`src/hdl/ddsr_pkg.sv`:
```
`default_nettype none

package ddsr_pkg;

	// Field and register widths
	localparam int LIN_W  = 12;
	localparam int ANG_W  = 16;
	localparam int REG_W  = 20;
	localparam int CMP_W  = 8;
	localparam int ADDR_W = 3;
	localparam int DATA_W = 32;

	// Internal widths of the kinematics stages
	localparam int BASE_W    = 22;               // linear speed in um/s, signed
	localparam int ANG_MAG_W = 16;               // |angular|
	localparam int AH_W      = 6;                // |angular| / 1000
	localparam int AL_W      = 10;               // |angular| % 1000
	localparam int HI_W      = 26;               // body * (|angular| / 1000)
	localparam int P_W       = 30;               // body * (|angular| % 1000)
	localparam int LO_W      = 21;               // that product / 1000
	localparam int T_W       = 26;               // turn magnitude in um/s
	localparam int RIM_W     = T_W + 1;          // signed rim speed
	localparam int MAG_W     = 26;               // |rim|
	localparam int NH_W      = 26;               // numerator after the 2^16 scale
	localparam int DIV_W     = MAG_W + CMP_W;    // widest divisor trial

	// Reciprocal multiply for |angular| / 1000 (exact up to 2^15)
	localparam int AH_PROD_W = 32;
	localparam int AH_SHIFT  = 25;
	localparam logic [AH_PROD_W-1:0] AH_RECIP = 32'd33555;

	// Reciprocal multiply for x / 1000 (exact below 2^30)
	localparam int LO_PROD_W = 61;
	localparam int LO_SHIFT  = 40;
	localparam logic [LO_PROD_W-1:0] LO_RECIP = 61'd1099511628;

	localparam logic [ANG_MAG_W-1:0]    ANG_THOUSAND = 16'd1000;
	localparam logic signed [BASE_W-1:0] MM_TO_UM    = 22'sd1000;

	// Q16 step constant: 2*pi*1e6 / (6400*16), scaled by 2^16
	localparam int NH_PROD_W = 42;
	localparam int NH_SHIFT  = 16;
	localparam logic [NH_PROD_W-1:0] RATE_Q16 = 42'd4021239;

	localparam logic [CMP_W-1:0] CMP_MAX = 8'hFF;

	// Pipeline depth: kinematics stages, then saturation check, divide steps, output
	localparam int KIN_STAGES = 8;
	localparam int DIV_STAGES = CMP_W + 2;
	localparam int PIPE_DEPTH = KIN_STAGES + DIV_STAGES;

	localparam logic [REG_W-1:0] BODY_RESET  = 20'd126000;
	localparam logic [REG_W-1:0] WHEEL_RESET = 20'd35000;

	typedef enum logic [0:0] {
		REG_BODY  = 1'b0,
		REG_WHEEL = 1'b1
	} reg_idx_t;

	typedef struct packed {
		logic [MAG_W-1:0] mag;
		logic             forward;
		logic             nonzero;
	} wheel_t;

	typedef struct packed {
		logic [CMP_W-1:0] compare;
		logic             forward;
		logic             enable;
		logic             saturated;
	} wheel_res_t;

endpackage

`default_nettype wire

```
`src/hdl/ddsr_cmd_if.sv`:
```
`default_nettype none

interface ddsr_cmd_if;
	logic                             valid;
	logic                             ready;
	logic signed [ddsr_pkg::LIN_W-1:0] linear_mm_s;
	logic signed [ddsr_pkg::ANG_W-1:0] angular_mrad_s;

	modport source (output valid, output linear_mm_s, output angular_mrad_s, input ready);
	modport sink   (input valid, input linear_mm_s, input angular_mrad_s, output ready);
endinterface

`default_nettype wire

```
`src/hdl/ddsr_res_if.sv`:
```
`default_nettype none

interface ddsr_res_if;
	logic                        valid;
	logic                        ready;
	logic [ddsr_pkg::CMP_W-1:0] right_compare;
	logic                        right_forward;
	logic                        right_enable;
	logic [ddsr_pkg::CMP_W-1:0] left_compare;
	logic                        left_forward;
	logic                        left_enable;
	logic                        rate_saturated;

	modport source (
		output valid, input ready,
		output right_compare, output right_forward, output right_enable,
		output left_compare, output left_forward, output left_enable,
		output rate_saturated
	);
	modport sink (
		input valid, output ready,
		input right_compare, input right_forward, input right_enable,
		input left_compare, input left_forward, input left_enable,
		input rate_saturated
	);
endinterface

`default_nettype wire

```
`src/hdl/diff_drive_step_rate_top.sv`:
```
`default_nettype none

// Channel   Dir  Handshake       Payload
// cmd       in   valid/ready     linear_mm_s, angular_mrad_s
// res       out  valid/ready     right/left compare, forward, enable; rate_saturated
// apb       in   psel/penable    body radius at 0x0, wheel radius at 0x4
//
// One command per cycle while the output register is not stalled.
// The pipeline is 18 register stages: 8 kinematics stages plus the divider,
// a saturation check, 8 restoring steps (one quotient bit per stage) and
// the output register.
// Reset clears the valid bits and loads the radius reset values.
// When the output register is full and not taken, every stage holds.

module diff_drive_step_rate_top (
	input  wire logic                          clk,
	input  wire logic                          arst_n,
	ddsr_cmd_if.sink                           cmd,
	ddsr_res_if.source                         res,
	input  wire logic                          psel,
	input  wire logic                          penable,
	input  wire logic                          pwrite,
	input  wire logic [ddsr_pkg::ADDR_W-1:0]  paddr,
	input  wire logic [ddsr_pkg::DATA_W-1:0]  pwdata,
	output logic      [ddsr_pkg::DATA_W-1:0]  prdata,
	output logic                               pready
);

	logic [ddsr_pkg::REG_W-1:0] body_rad;
	logic [ddsr_pkg::REG_W-1:0] wheel_rad;
	logic                       adv;
	logic                       vld_s [0:ddsr_pkg::PIPE_DEPTH-1];

	ddsr_pkg::wheel_t           right_s8;
	ddsr_pkg::wheel_t           left_s8;
	logic [ddsr_pkg::NH_W-1:0]  nh_s8;
	ddsr_pkg::wheel_res_t       right_q;
	ddsr_pkg::wheel_res_t       left_q;

	ddsr_apb_regs u_regs (
		.clk       (clk),
		.arst_n    (arst_n),
		.psel      (psel),
		.penable   (penable),
		.pwrite    (pwrite),
		.paddr     (paddr),
		.pwdata    (pwdata),
		.prdata    (prdata),
		.pready    (pready),
		.body_rad  (body_rad),
		.wheel_rad (wheel_rad)
	);

	// Advance everything unless a finished result is waiting
	assign adv       = !vld_s[ddsr_pkg::PIPE_DEPTH-1] || res.ready;
	assign cmd.ready = adv;

	always_ff @(posedge clk or negedge arst_n) begin
		if (!arst_n) begin
			for (int i = 0; i < ddsr_pkg::PIPE_DEPTH; i++) begin
				vld_s[i] <= 1'b0;
			end
		end else if (adv) begin
			vld_s[0] <= cmd.valid;
			for (int i = 1; i < ddsr_pkg::PIPE_DEPTH; i++) begin
				vld_s[i] <= vld_s[i-1];
			end
		end
	end

	ddsr_kin u_kin (
		.clk            (clk),
		.adv            (adv),
		.linear_mm_s    (cmd.linear_mm_s),
		.angular_mrad_s (cmd.angular_mrad_s),
		.body_rad       (body_rad),
		.wheel_rad      (wheel_rad),
		.right_s8       (right_s8),
		.left_s8        (left_s8),
		.nh_s8          (nh_s8)
	);

	ddsr_div u_div_right (
		.clk      (clk),
		.adv      (adv),
		.wheel_in (right_s8),
		.nh_in    (nh_s8),
		.res_q    (right_q)
	);

	ddsr_div u_div_left (
		.clk      (clk),
		.adv      (adv),
		.wheel_in (left_s8),
		.nh_in    (nh_s8),
		.res_q    (left_q)
	);

	assign res.valid          = vld_s[ddsr_pkg::PIPE_DEPTH-1];
	assign res.right_compare  = right_q.compare;
	assign res.right_forward  = right_q.forward;
	assign res.right_enable   = right_q.enable;
	assign res.left_compare   = left_q.compare;
	assign res.left_forward   = left_q.forward;
	assign res.left_enable    = left_q.enable;
	assign res.rate_saturated = right_q.saturated || left_q.saturated;

	a_right_enable: assert property (@(posedge clk) disable iff (!arst_n)
		res.valid |-> (res.right_enable == (res.right_compare != '0)))
		else $error("right enable disagrees with compare");

	a_left_enable: assert property (@(posedge clk) disable iff (!arst_n)
		res.valid |-> (res.left_enable == (res.left_compare != '0)))
		else $error("left enable disagrees with compare");

	a_sat_clamped: assert property (@(posedge clk) disable iff (!arst_n)
		res.valid && res.rate_saturated |->
			(res.right_compare == ddsr_pkg::CMP_MAX || res.left_compare == ddsr_pkg::CMP_MAX))
		else $error("saturation flagged without a clamped compare");

	a_stall_cause: assert property (@(posedge clk) disable iff (!arst_n)
		!cmd.ready |-> (res.valid && !res.ready))
		else $error("command stalled while output is free");

endmodule

`default_nettype wire

```
`src/hdl/ddsr_apb_regs.sv`:
```
`default_nettype none

module ddsr_apb_regs (
	input  wire logic                          clk,
	input  wire logic                          arst_n,
	input  wire logic                          psel,
	input  wire logic                          penable,
	input  wire logic                          pwrite,
	input  wire logic [ddsr_pkg::ADDR_W-1:0]  paddr,
	input  wire logic [ddsr_pkg::DATA_W-1:0]  pwdata,
	output logic      [ddsr_pkg::DATA_W-1:0]  prdata,
	output logic                               pready,
	output logic      [ddsr_pkg::REG_W-1:0]   body_rad,
	output logic      [ddsr_pkg::REG_W-1:0]   wheel_rad
);

	logic [ddsr_pkg::REG_W-1:0] body_q;
	logic [ddsr_pkg::REG_W-1:0] wheel_q;
	ddsr_pkg::reg_idx_t         reg_idx;

	// Byte offset picks the register; the low address bits are ignored
	assign reg_idx = ddsr_pkg::reg_idx_t'(paddr[2]);
	assign pready  = 1'b1;

	always_ff @(posedge clk or negedge arst_n) begin
		if (!arst_n) begin
			body_q  <= ddsr_pkg::BODY_RESET;
			wheel_q <= ddsr_pkg::WHEEL_RESET;
		end else if (psel && penable && pwrite) begin
			case (reg_idx)
				ddsr_pkg::REG_BODY:  body_q  <= pwdata[ddsr_pkg::REG_W-1:0];
				ddsr_pkg::REG_WHEEL: wheel_q <= pwdata[ddsr_pkg::REG_W-1:0];
				default: ;
			endcase
		end
	end

	always_comb begin
		case (reg_idx)
			ddsr_pkg::REG_BODY:  prdata = ddsr_pkg::DATA_W'(body_q);
			ddsr_pkg::REG_WHEEL: prdata = ddsr_pkg::DATA_W'(wheel_q);
			default:             prdata = '0;
		endcase
	end

	assign body_rad  = body_q;
	assign wheel_rad = wheel_q;

endmodule

`default_nettype wire

```
`src/hdl/ddsr_kin.sv`:
```
`default_nettype none

module ddsr_kin (
	input  wire logic                                 clk,
	input  wire logic                                 adv,
	input  wire logic signed [ddsr_pkg::LIN_W-1:0]   linear_mm_s,
	input  wire logic signed [ddsr_pkg::ANG_W-1:0]   angular_mrad_s,
	input  wire logic        [ddsr_pkg::REG_W-1:0]   body_rad,
	input  wire logic        [ddsr_pkg::REG_W-1:0]   wheel_rad,
	output ddsr_pkg::wheel_t                          right_s8,
	output ddsr_pkg::wheel_t                          left_s8,
	output logic             [ddsr_pkg::NH_W-1:0]    nh_s8
);

	// Stage 1: scale linear speed, split off the turn sign
	logic signed [ddsr_pkg::BASE_W-1:0]    base_s1;
	logic                                  neg_s1;
	logic        [ddsr_pkg::ANG_MAG_W-1:0] mag_s1;
	logic        [ddsr_pkg::ANG_MAG_W-1:0] ang_mag;

	// Stage 2: |angular| / 1000
	logic signed [ddsr_pkg::BASE_W-1:0]    base_s2;
	logic                                  neg_s2;
	logic        [ddsr_pkg::ANG_MAG_W-1:0] mag_s2;
	logic        [ddsr_pkg::AH_W-1:0]      ah_s2;
	logic        [ddsr_pkg::AH_PROD_W-1:0] ah_prod;

	// Stage 3: remainder and high partial turn
	logic signed [ddsr_pkg::BASE_W-1:0] base_s3;
	logic                               neg_s3;
	logic        [ddsr_pkg::AL_W-1:0]   al_s3;
	logic        [ddsr_pkg::HI_W-1:0]   hi_s3;
	logic        [ddsr_pkg::ANG_MAG_W-1:0] al_full;

	// Stage 4: low partial product
	logic signed [ddsr_pkg::BASE_W-1:0] base_s4;
	logic                               neg_s4;
	logic        [ddsr_pkg::HI_W-1:0]   hi_s4;
	logic        [ddsr_pkg::P_W-1:0]    p_s4;

	// Stage 5: low partial product / 1000
	logic signed [ddsr_pkg::BASE_W-1:0]    base_s5;
	logic                                  neg_s5;
	logic        [ddsr_pkg::HI_W-1:0]      hi_s5;
	logic        [ddsr_pkg::LO_W-1:0]      lo_s5;
	logic        [ddsr_pkg::LO_PROD_W-1:0] lo_prod;

	// Stage 6: turn magnitude
	logic signed [ddsr_pkg::BASE_W-1:0] base_s6;
	logic                               neg_s6;
	logic        [ddsr_pkg::T_W-1:0]    t_s6;

	// Stage 7: signed rim speeds
	logic signed [ddsr_pkg::RIM_W-1:0] rim_r_s7;
	logic signed [ddsr_pkg::RIM_W-1:0] rim_l_s7;
	logic signed [ddsr_pkg::RIM_W-1:0] base_x;
	logic signed [ddsr_pkg::RIM_W-1:0] t_x;

	logic [ddsr_pkg::NH_PROD_W-1:0] nh_prod;

	assign ang_mag = angular_mrad_s[ddsr_pkg::ANG_W-1]
		? ddsr_pkg::ANG_MAG_W'(-angular_mrad_s)
		: ddsr_pkg::ANG_MAG_W'(angular_mrad_s);

	assign ah_prod = ddsr_pkg::AH_PROD_W'(mag_s1) * ddsr_pkg::AH_RECIP;

	assign al_full = mag_s2 - ddsr_pkg::ANG_MAG_W'(ah_s2) * ddsr_pkg::ANG_THOUSAND;

	assign lo_prod = ddsr_pkg::LO_PROD_W'(p_s4) * ddsr_pkg::LO_RECIP;

	assign base_x = ddsr_pkg::RIM_W'(base_s6);
	assign t_x    = signed'({1'b0, t_s6});

	assign nh_prod = ddsr_pkg::NH_PROD_W'(wheel_rad) * ddsr_pkg::RATE_Q16;

	always_ff @(posedge clk) begin
		if (adv) begin
			base_s1 <= ddsr_pkg::BASE_W'(linear_mm_s) * ddsr_pkg::MM_TO_UM;
			neg_s1  <= angular_mrad_s[ddsr_pkg::ANG_W-1];
			mag_s1  <= ang_mag;

			base_s2 <= base_s1;
			neg_s2  <= neg_s1;
			mag_s2  <= mag_s1;
			ah_s2   <= ah_prod[ddsr_pkg::AH_SHIFT +: ddsr_pkg::AH_W];

			base_s3 <= base_s2;
			neg_s3  <= neg_s2;
			al_s3   <= al_full[ddsr_pkg::AL_W-1:0];
			hi_s3   <= ddsr_pkg::HI_W'(body_rad) * ddsr_pkg::HI_W'(ah_s2);

			base_s4 <= base_s3;
			neg_s4  <= neg_s3;
			hi_s4   <= hi_s3;
			p_s4    <= ddsr_pkg::P_W'(body_rad) * ddsr_pkg::P_W'(al_s3);

			base_s5 <= base_s4;
			neg_s5  <= neg_s4;
			hi_s5   <= hi_s4;
			lo_s5   <= lo_prod[ddsr_pkg::LO_SHIFT +: ddsr_pkg::LO_W];

			base_s6 <= base_s5;
			neg_s6  <= neg_s5;
			t_s6    <= ddsr_pkg::T_W'(hi_s5) + ddsr_pkg::T_W'(lo_s5);

			// Right wheel adds the turn, left subtracts it
			rim_r_s7 <= neg_s6 ? base_x - t_x : base_x + t_x;
			rim_l_s7 <= neg_s6 ? base_x + t_x : base_x - t_x;

			right_s8.mag     <= rim_r_s7[ddsr_pkg::RIM_W-1]
				? ddsr_pkg::MAG_W'(-rim_r_s7) : ddsr_pkg::MAG_W'(rim_r_s7);
			right_s8.forward <= !rim_r_s7[ddsr_pkg::RIM_W-1];
			right_s8.nonzero <= |rim_r_s7;
			left_s8.mag      <= rim_l_s7[ddsr_pkg::RIM_W-1]
				? ddsr_pkg::MAG_W'(-rim_l_s7) : ddsr_pkg::MAG_W'(rim_l_s7);
			left_s8.forward  <= !rim_l_s7[ddsr_pkg::RIM_W-1];
			left_s8.nonzero  <= |rim_l_s7;
			nh_s8            <= nh_prod[ddsr_pkg::NH_SHIFT +: ddsr_pkg::NH_W];
		end
	end

endmodule

`default_nettype wire

```
`src/hdl/ddsr_div.sv`:
```
`default_nettype none

module ddsr_div (
	input  wire logic                          clk,
	input  wire logic                          adv,
	input  wire ddsr_pkg::wheel_t              wheel_in,
	input  wire logic [ddsr_pkg::NH_W-1:0]    nh_in,
	output ddsr_pkg::wheel_res_t               res_q
);

	// Index 0 is the saturation stage; index k+1 holds quotient bit k done
	logic [ddsr_pkg::NH_W-1:0]  rem_s  [0:ddsr_pkg::CMP_W];
	logic [ddsr_pkg::MAG_W-1:0] mag_s  [0:ddsr_pkg::CMP_W];
	logic [ddsr_pkg::CMP_W-1:0] quo_s  [0:ddsr_pkg::CMP_W];
	logic                       fwd_s  [0:ddsr_pkg::CMP_W];
	logic                       nz_s   [0:ddsr_pkg::CMP_W];
	logic                       sat_s  [0:ddsr_pkg::CMP_W];

	logic [ddsr_pkg::DIV_W-1:0] trial  [0:ddsr_pkg::CMP_W-1];
	logic                       take   [0:ddsr_pkg::CMP_W-1];
	logic                       sat_in;
	logic [ddsr_pkg::CMP_W-1:0] q_fin;

	// Quotient above the compare range iff numerator >= mag * 2^CMP_W
	assign sat_in = ddsr_pkg::DIV_W'(nh_in) >= {wheel_in.mag, ddsr_pkg::CMP_W'(0)};

	always_comb begin
		for (int k = 0; k < ddsr_pkg::CMP_W; k++) begin
			trial[k] = ddsr_pkg::DIV_W'(mag_s[k]) << (ddsr_pkg::CMP_W - 1 - k);
			take[k]  = ddsr_pkg::DIV_W'(rem_s[k]) >= trial[k];
		end
	end

	always_ff @(posedge clk) begin
		if (adv) begin
			rem_s[0] <= nh_in;
			mag_s[0] <= wheel_in.mag;
			quo_s[0] <= '0;
			fwd_s[0] <= wheel_in.forward;
			nz_s[0]  <= wheel_in.nonzero;
			sat_s[0] <= sat_in;
			// Restoring division, one quotient bit per stage, MSB first
			for (int k = 0; k < ddsr_pkg::CMP_W; k++) begin
				rem_s[k+1] <= take[k] ? rem_s[k] - trial[k][ddsr_pkg::NH_W-1:0] : rem_s[k];
				mag_s[k+1] <= mag_s[k];
				quo_s[k+1] <= {quo_s[k][ddsr_pkg::CMP_W-2:0], take[k]};
				fwd_s[k+1] <= fwd_s[k];
				nz_s[k+1]  <= nz_s[k];
				sat_s[k+1] <= sat_s[k];
			end
		end
	end

	assign q_fin = quo_s[ddsr_pkg::CMP_W];

	// Zero rim speed disables; saturation clamps to full scale
	always_ff @(posedge clk) begin
		if (adv) begin
			res_q.forward <= fwd_s[ddsr_pkg::CMP_W];
			if (!nz_s[ddsr_pkg::CMP_W]) begin
				res_q.compare   <= '0;
				res_q.enable    <= 1'b0;
				res_q.saturated <= 1'b0;
			end else if (sat_s[ddsr_pkg::CMP_W]) begin
				res_q.compare   <= ddsr_pkg::CMP_MAX;
				res_q.enable    <= 1'b1;
				res_q.saturated <= 1'b1;
			end else begin
				res_q.compare   <= q_fin;
				res_q.enable    <= |q_fin;
				res_q.saturated <= 1'b0;
			end
		end
	end

endmodule

`default_nettype wire

```
`src/flat_wrapper.sv`:
```
// flat-port wrapper written by rule: the top's interface ports become plain ports
module diff_drive_step_rate_top_flat 
  (clk, arst_n, psel, penable, pwrite, paddr, pwdata, prdata, pready, cmd_valid, cmd_linear_mm_s, cmd_angular_mrad_s, cmd_ready, res_valid, res_ready, res_right_compare, res_right_forward, res_right_enable, res_left_compare, res_left_forward, res_left_enable, res_rate_saturated);
  ddsr_cmd_if cmd_i ();
  ddsr_res_if res_i ();
  input  wire logic clk;
  input  wire logic arst_n;
  input  wire logic psel;
  input  wire logic penable;
  input  wire logic pwrite;
  input  wire logic [ddsr_pkg::ADDR_W-1:0] paddr;
  input  wire logic [ddsr_pkg::DATA_W-1:0] pwdata;
  output logic      [ddsr_pkg::DATA_W-1:0] prdata;
  output logic pready;
  input wire logic [$bits(cmd_i.valid)-1:0] cmd_valid;
  input wire logic [$bits(cmd_i.linear_mm_s)-1:0] cmd_linear_mm_s;
  input wire logic [$bits(cmd_i.angular_mrad_s)-1:0] cmd_angular_mrad_s;
  output wire logic [$bits(cmd_i.ready)-1:0] cmd_ready;
  output wire logic [$bits(res_i.valid)-1:0] res_valid;
  input wire logic [$bits(res_i.ready)-1:0] res_ready;
  output wire logic [$bits(res_i.right_compare)-1:0] res_right_compare;
  output wire logic [$bits(res_i.right_forward)-1:0] res_right_forward;
  output wire logic [$bits(res_i.right_enable)-1:0] res_right_enable;
  output wire logic [$bits(res_i.left_compare)-1:0] res_left_compare;
  output wire logic [$bits(res_i.left_forward)-1:0] res_left_forward;
  output wire logic [$bits(res_i.left_enable)-1:0] res_left_enable;
  output wire logic [$bits(res_i.rate_saturated)-1:0] res_rate_saturated;
  assign cmd_i.valid = cmd_valid;
  assign cmd_i.linear_mm_s = cmd_linear_mm_s;
  assign cmd_i.angular_mrad_s = cmd_angular_mrad_s;
  assign cmd_ready = cmd_i.ready;
  assign res_valid = res_i.valid;
  assign res_i.ready = res_ready;
  assign res_right_compare = res_i.right_compare;
  assign res_right_forward = res_i.right_forward;
  assign res_right_enable = res_i.right_enable;
  assign res_left_compare = res_i.left_compare;
  assign res_left_forward = res_i.left_forward;
  assign res_left_enable = res_i.left_enable;
  assign res_rate_saturated = res_i.rate_saturated;
  diff_drive_step_rate_top u_core (.clk(clk), .arst_n(arst_n), .cmd(cmd_i), .res(res_i), .psel(psel), .penable(penable), .pwrite(pwrite), .paddr(paddr), .pwdata(pwdata), .prdata(prdata), .pready(pready));
endmodule
```
`config.mk`:
```
export PLATFORM = sky130hd
export DESIGN_NAME = diff_drive_step_rate_top_flat
export DESIGN_NICKNAME = d
export VERILOG_FILES = /design/src/hdl/ddsr_pkg.sv /design/src/hdl/ddsr_cmd_if.sv /design/src/hdl/ddsr_res_if.sv /design/src/hdl/diff_drive_step_rate_top.sv /design/src/hdl/ddsr_apb_regs.sv /design/src/hdl/ddsr_kin.sv /design/src/hdl/ddsr_div.sv /design/src/flat_wrapper.sv
export SDC_FILE = /design/constraint.sdc
export NUM_CORES = 2
export LEC_CHECK = 0
export ABC_AREA = 1
export ABC_CLOCK_PERIOD_IN_PS = 8360
export BUFFER_PORTS_ARGS = -buffer_cell sky130_fd_sc_hd__clkbuf_2
export CAP_MARGIN = 10
export CORE_AREA = 2 2 543 545
export CTS_CLUSTER_DIAMETER = 60
export DETAILED_ROUTE_END_ITERATION = 16
export DIE_AREA = 0 0 545 547
export PLACE_DENSITY = 0.59
export SYNTH_ARGS = -nofsm -noshare
export SYNTH_HDL_FRONTEND = slang
export SYNTH_HIERARCHICAL = 1
export SYNTH_SLANG_ARGS = --single-unit
export TNS_END_PERCENT = 5
```
`constraint.sdc`:
```
create_clock -name clk -period 8.36 [get_ports clk]
set_clock_uncertainty 0.15 [all_clocks]
set_input_delay 0.418 -clock clk [delete_from_list [all_inputs] [get_ports clk]]
set_output_delay 0.418 -clock clk [all_outputs]
set_load 0.005 [all_outputs]
```
* Yosys cells after proc, flatten, opt, wreduce, memory -nomap -nowiden
Memories as Yosys holds them, arrays and structs flattened. A register that Yosys moved wholly into a read port is not among the register bits.
Cells that the tools add are included.
Widths: inputs -> output; s select.
** Cells by class
- Add/sub/neg operators :: 23
- $mul :: 7
- Divide/modulo/power cells :: 0
- $lt $le $gt $ge :: 18
- Equality and inequality tests :: 0
- Shift-type cells :: 0
- Multiplexer cells :: 28
- Bitwise operators :: 1
- Reductions and logical operators :: 13
** Operators with widths (count)
- $mux 26 :: 18
- $sub 26x26->26 :: 16
- $ge 26x34->1 :: 2
- $ge 26x33->1 :: 2
- $ge 26x32->1 :: 2
- $pmux 32 s2 :: 1
- $ge 26x31->1 :: 2
- $ge 26x30->1 :: 2
- $mul 30x29->59 const B :: 1
- $ge 26x29->1 :: 2
- $ge 26x28->1 :: 2
- $ge 26x27->1 :: 2
- $mux 27 :: 2
- $reduce_or 27->1 :: 2
- $ge 26x26->1 :: 2
- $neg 26->26 :: 2
- $mul 20x22->42 const B :: 1
- $mul 16x16->31 const B :: 1
- $mul 20x10->30 :: 1
- $add 22x27->27 :: 1
- $sub 22x27->27 :: 1
- $add 26x21->26 :: 1
- $mul 20x6->26 :: 1
- $mul 12x8->19 const B :: 1
- other kinds (13) :: 22
** Storage, ports and cells
- Register bits after elaboration :: 531
- Latch bits :: 0
- Bits in writable memories :: 1134
- Memory bits (read-only) :: 0
- Input port bits :: 70
- Memories :: 12
** Memory list
- u_core.u_div_left.mag_s :: words 9, width 26, read ports 8, clocked after memory_dff 0, wr ports 9, RTL line ddsr_div.sv:13 : logic [ddsr_pkg::MAG_W-1:0] mag_s [0:ddsr_pkg::CMP_W];
- u_core.u_div_left.rem_s :: words 9, width 26, read ports 8, clocked after memory_dff 0, wr ports 9, RTL line ddsr_div.sv:12 : logic [ddsr_pkg::NH_W-1:0] rem_s [0:ddsr_pkg::CMP_W];
- u_core.u_div_right.mag_s :: words 9, width 26, read ports 8, clocked after memory_dff 0, wr ports 9, RTL line ddsr_div.sv:13
- u_core.u_div_right.rem_s :: words 9, width 26, read ports 8, clocked after memory_dff 0, wr ports 9, RTL line ddsr_div.sv:12
- u_core.u_div_left.quo_s :: words 9, width 8, read ports 9, clocked after memory_dff 0, wr ports 9, RTL line ddsr_div.sv:14 : logic [ddsr_pkg::CMP_W-1:0] quo_s [0:ddsr_pkg::CMP_W];
- u_core.u_div_right.quo_s :: words 9, width 8, read ports 9, clocked after memory_dff 0, wr ports 9, RTL line ddsr_div.sv:14
- 6 more memories

* Logic depth before layout (Yosys ltp)
- Depth in word-level cells :: 4
- Mapped depth :: 27
- Gate-level depth less buffers :: 27

* Hierarchy
The synthesis kept the hierarchy.
** By module, submodules not included
- ddsr_kin :: instances 1, cells an instance 7233, area each 62582.5 um^2, seq. area each 13543.0 um^2
- ddsr_div at u_core.u_div_right :: instances 1, cells an instance 3628, area each 29982.5 um^2, seq. area each 14714.1 um^2
- ddsr_div at u_core.u_div_left :: instances 1, cells an instance 3636, area each 29966.2 um^2, seq. area each 14714.1 um^2
- ddsr_apb_regs :: instances 1, cells an instance 258, area each 1971.9 um^2, seq. area each 1018.5 um^2
- diff_drive_step_rate_top :: instances 1, cells an instance 78, area each 757.0 um^2, seq. area each 450.4 um^2

* Worst setup path before layout
No wires, ideal clock.
- Kind :: register to register
- Start :: register u_core.vld_s, in the netlist u_core/res.valid
- End :: memory u_core.u_div_left.fwd_s[0] (enable)
- Library setup time :: 623 ps
- Arrival time :: 5955 ps
- Data required time :: 7587 ps
- Path slack :: 1632 ps
- Stages on the path, launching flop included :: 4
- Cell sequence :: dfrtp_1 buf_6 nand2_8 buf_8
** RTL lines
- from (decl) :: RTL line diff_drive_step_rate_top.sv:32 : logic vld_s [0:ddsr_pkg::PIPE_DEPTH-1];
- from (signal, indexed assignment) :: RTL line diff_drive_step_rate_top.sv:66 : vld_s[i] <= vld_s[i-1];
- to (decl) :: RTL line ddsr_div.sv:15 : logic fwd_s [0:ddsr_pkg::CMP_W];

* Worst setup path after layout
- Start :: register u_core/u_kin/p_s4[20] (netlist bit)
- End :: register u_core/u_kin/lo_s5[3] (netlist bit) (data pin)
** Between the ends
- Longest elaborated chain between the ends :: 1
** Ends and longest elaborated chain
- from (decl) :: RTL line ddsr_kin.sv:39 : logic [ddsr_pkg::P_W-1:0] p_s4;
- from (signal assigned) :: RTL line ddsr_kin.sv:95 : p_s4 <= ddsr_pkg::P_W'(body_rad) * ddsr_pkg::P_W'(al_s3);
- $mul 30x29->59 :: RTL line ddsr_kin.sv:69 : assign lo_prod = ddsr_pkg::LO_PROD_W'(p_s4) * ddsr_pkg::LO_RECIP;
- via u_core.u_kin.lo_prod (one bit) :: RTL line ddsr_kin.sv:46 : logic [ddsr_pkg::LO_PROD_W-1:0] lo_prod;
- to (signal assigned) :: RTL line ddsr_kin.sv:100 : lo_s5 <= lo_prod[ddsr_pkg::LO_SHIFT +: ddsr_pkg::LO_W];
- to (decl) :: RTL line ddsr_kin.sv:45 : logic [ddsr_pkg::LO_W-1:0] lo_s5;
The timed path passes the listed nets, and every way through them passes these cells.
A chain may end at the register's enable or synchronous reset.

==> run metrics <==
GR Util met1 27.6%; RSZ-0062 raised after global routing no; CTS Root Cell clkbuf_16; Initial Util 42.8%; FF-to-FF setup slack 1480 ps; chip height 547 um; Die W 545 um; Cell Area, Synth 0.125 mm2; PortBufs 98; Worst-path clk slew 60 ps; clk_lat worst skew 920 ps; die area 0.298 mm2; status complete, no violations; TritonCTS buffer count 188; Final nets 17190; Critical Path End Type flip-flop; Avg Synthesized Cell Area 8.44 um2; Core ar. 0.293 mm2; area leader, netlist edfxtp_1; max-slew violation count 0; global-route wire length before repair 512000 um; highest-count cells in the layout ignoring fill and taps nand2_1 (4388), inv_1 (3188), edfxtp_1 (1431); Slew @ Worst Pin 1080 ps; Avg WL per Cell 17.0 um; Finish-stage setup viols 0; Maximum Capacitance Violations 0; # resized after CTS 0; routed wire length 324000 um; sequential fraction of the synthesis area 35.5%; Post-synth top flop edfxtp_1; gp weighted congestion 0.956; H-tree depth 4; ratio of cells with drive above 1 in the final layout 3.70%; critical path's largest stage delay 800 ps; fin crit share 82.3%; slowest CP cell edfxtp_1; largest net degree at the start of global routing 188; I/O pin count 126; Async S/R FF share, synth 3.90%; crit start category flip-flop; CTS sink count 1489; grt total ovfl 0; CTS tree built; initial antenna violation count 2; worst-path maximum fanout 10; vias 93785; CP Class flip-flop to flip-flop; DRT Pass-1 Iters 6; Synth warnings 6; # DRC 0; GR Util met3 2.08%; gr usage total 21.8%; biggest area contributors in the synthesized netlist edfxtp_1 (34%), nand2_1 (13%), fa_1 (13%); Fin Setup TNS 0 ps; hpwl dp 264000 um; final hold violations 0; commonest non-fill, non-tap cell in the layout nand2_1; share of the synthesized area in the top cell type 34.3%; Post-CTS Hold Fix Bufs 58; Detail Route Antenna Nets 0; CP dominant cell by count fa_1; Tmin final 6880 ps; post-synthesis cell type count 66; Worst Hold Class input port to async pin; Max Fclk 145 MHz; reg2reg end u_core/u_kin/lo_s5[3]; required time worst endpoint 8820 ps; postcts setup bufs 0; cells on worst reg2reg path 22; synthesized instance count 14833; CP arrival 7340 ps; CTS Buffer Depth 4; Starting DRT DRC Count 5609; #FFs+latches synth 1489; number of synthesized flops with an enable pin 1431; Rel. slew slack 27.6%; crit path cell chain ha_1, fa_1, fa_1, inv_1, fa_1, inv_1, fa_1, inv_1, fa_1, inv_1, fa_1, inv_1, fa_1, inv_1, ha_1, nand2_1, nor2_1, nand2_1, nor4_1, nand2_1, nand3_1, nand2_1; r2r startpoint u_core/u_kin/p_s4[20]; Top Usage Layer GRT met2; area grow syn2layout 9.22%; row cnt 199; met2 usage 38.8%; DR vias/cell 4.92; vias in the first global route 92875
-- how the worst max path moves through the flow --
stage,startpoint,endpoint,cells past startpoint
final,u_core/u_kin/p_s4[20],u_core/u_kin/lo_s5[3],22
after global routing,u_core/u_kin/p_s4[9],u_core/u_kin/lo_s5[17],23
after CTS,u_core/u_kin/p_s4[10],u_core/u_kin/lo_s5[1],23
after detailed placement,u_core/u_kin/p_s4[9],u_core/u_kin/lo_s5[1],23
after global placement,u_core/u_kin/p_s4[10],u_core/u_kin/lo_s5[1],23
after floorplan,u_core/res.valid,u_core/u_div_left/fwd_s[0],3
-- state kept, by name, indices dropped and copies added (netlist names), 20 cells and up --
register and flops:
u_core/u_kin/hi_s5 26, u_core/u_kin/left_s8 27, u_core/u_div_left/rem_s 208, u_core/u_kin/hi_s3 26, u_core/u_div_left/mag_s 208, u_core/u_div_left/quo_s 36
u_core/u_kin/lo_s5 21, u_core/u_kin/hi_s4 26, u_core/u_div_right/rem_s 208, u_core/u_regs/wheel_rad 20, u_core/u_regs/body_rad 20, u_core/u_kin/t_s6 26
u_core/u_div_right/quo_s 36, u_core/u_kin/rim_l_s7 26, u_core/u_kin/right_s8 28, u_core/u_kin/nh_s8 26, u_core/u_kin/p_s4 30, u_core/u_div_right/mag_s 208
u_core/u_kin/rim_r_s7 27
-- per-stage QoR --
stage / worst slack, ps / instance area, um2 / util, % / instances / hold WS [ps]
after CTS: 1450 / 137000 / 46.8 / 19072 / 106
after global routing: 1160 / 137000 / 46.8 / 19074 / 161
after global placement: 1460 / 130000 / 44.4 / 18670 / 250
after floorplan: 1630 / 125000 / - / 14844 / -27.6
final: 1480 / 137000 / 46.8 / 19075 / 118
after detailed placement: 1400 / 130000 / 44.4 / 18670 / 255
-- kinds of logic after synthesis --
logic type	count (synthesis)	synth area share (%)
flip-flops	1489	35.5
AND/OR/NAND/NOR	6652	22.2
AO/OA/AOI/OAI	807	3.48
XOR/XNOR	311	2.17
adder cells (fa/ha/maj)	2121	26.1
other	2	0.00600
buffers and inverters	3451	10.6
-- critical path: cells and delay by family, from the launching register on --
family	cells	cell delay, ps
AND/OR/NAND/NOR	7	1160
buffers and inverters	6	350
adder cells (fa/ha/maj)	9	4200
flip-flops	1	800
-- final cells by class --
cell class / instances / area (um2)
antenna: 3 / 7.51
clock buffer: 228 / 4960
clock inverter: 116 / 1310
fill: 28564 / 156000
inverter: 3204 / 12000
multi-input combinational: 9904 / 67600
sequential: 1489 / 44400
tap: 3919 / 4900
timing repair buffer: 212 / 1600
-- synthesized netlist by cell type (all sizes together), types with 2 or more instances --
| cell type | number |
|---|---|
| nor3 | 129 |
| nor4 | 28 |
| a31oi | 7 |
| nor2 | 864 |
| a21boi | 4 |
| o31ai | 3 |
| or2 | 21 |
| a21o | 23 |
| a21oi | 489 |
| ha | 1305 |
| edfxtp | 1431 |
| and2 | 16 |
| o211ai | 4 |
| inv | 3203 |
| dfrtp | 44 |
| a211oi | 3 |
| and3 | 4 |
| nand4 | 473 |
| nor3b | 4 |
| xor2 | 249 |
| o21bai | 39 |
| o21a | 13 |
| clkbuf | 122 |
| buf | 125 |
| xnor2 | 62 |
| nand3b | 20 |
| fa | 816 |
| o21ai | 217 |
| nand3 | 692 |
| conb | 2 |
| nand2 | 4399 |
| dfstp | 14 |
-- metal layers --
metal | share of wire [%] | vias to the layer above | wire (um)
li1 | - | 47298 | -
met5 | 0 | - | 0
met4 | 3.3 | 0 | 10800
met2 | 50 | 1786 | 163000
met3 | 3.7 | 504 | 12000
met1 | 43 | 44197 | 139000
Power is not shown: default switching activity piles up to over one toggle a cycle in this logic, so the estimate is an artifact.
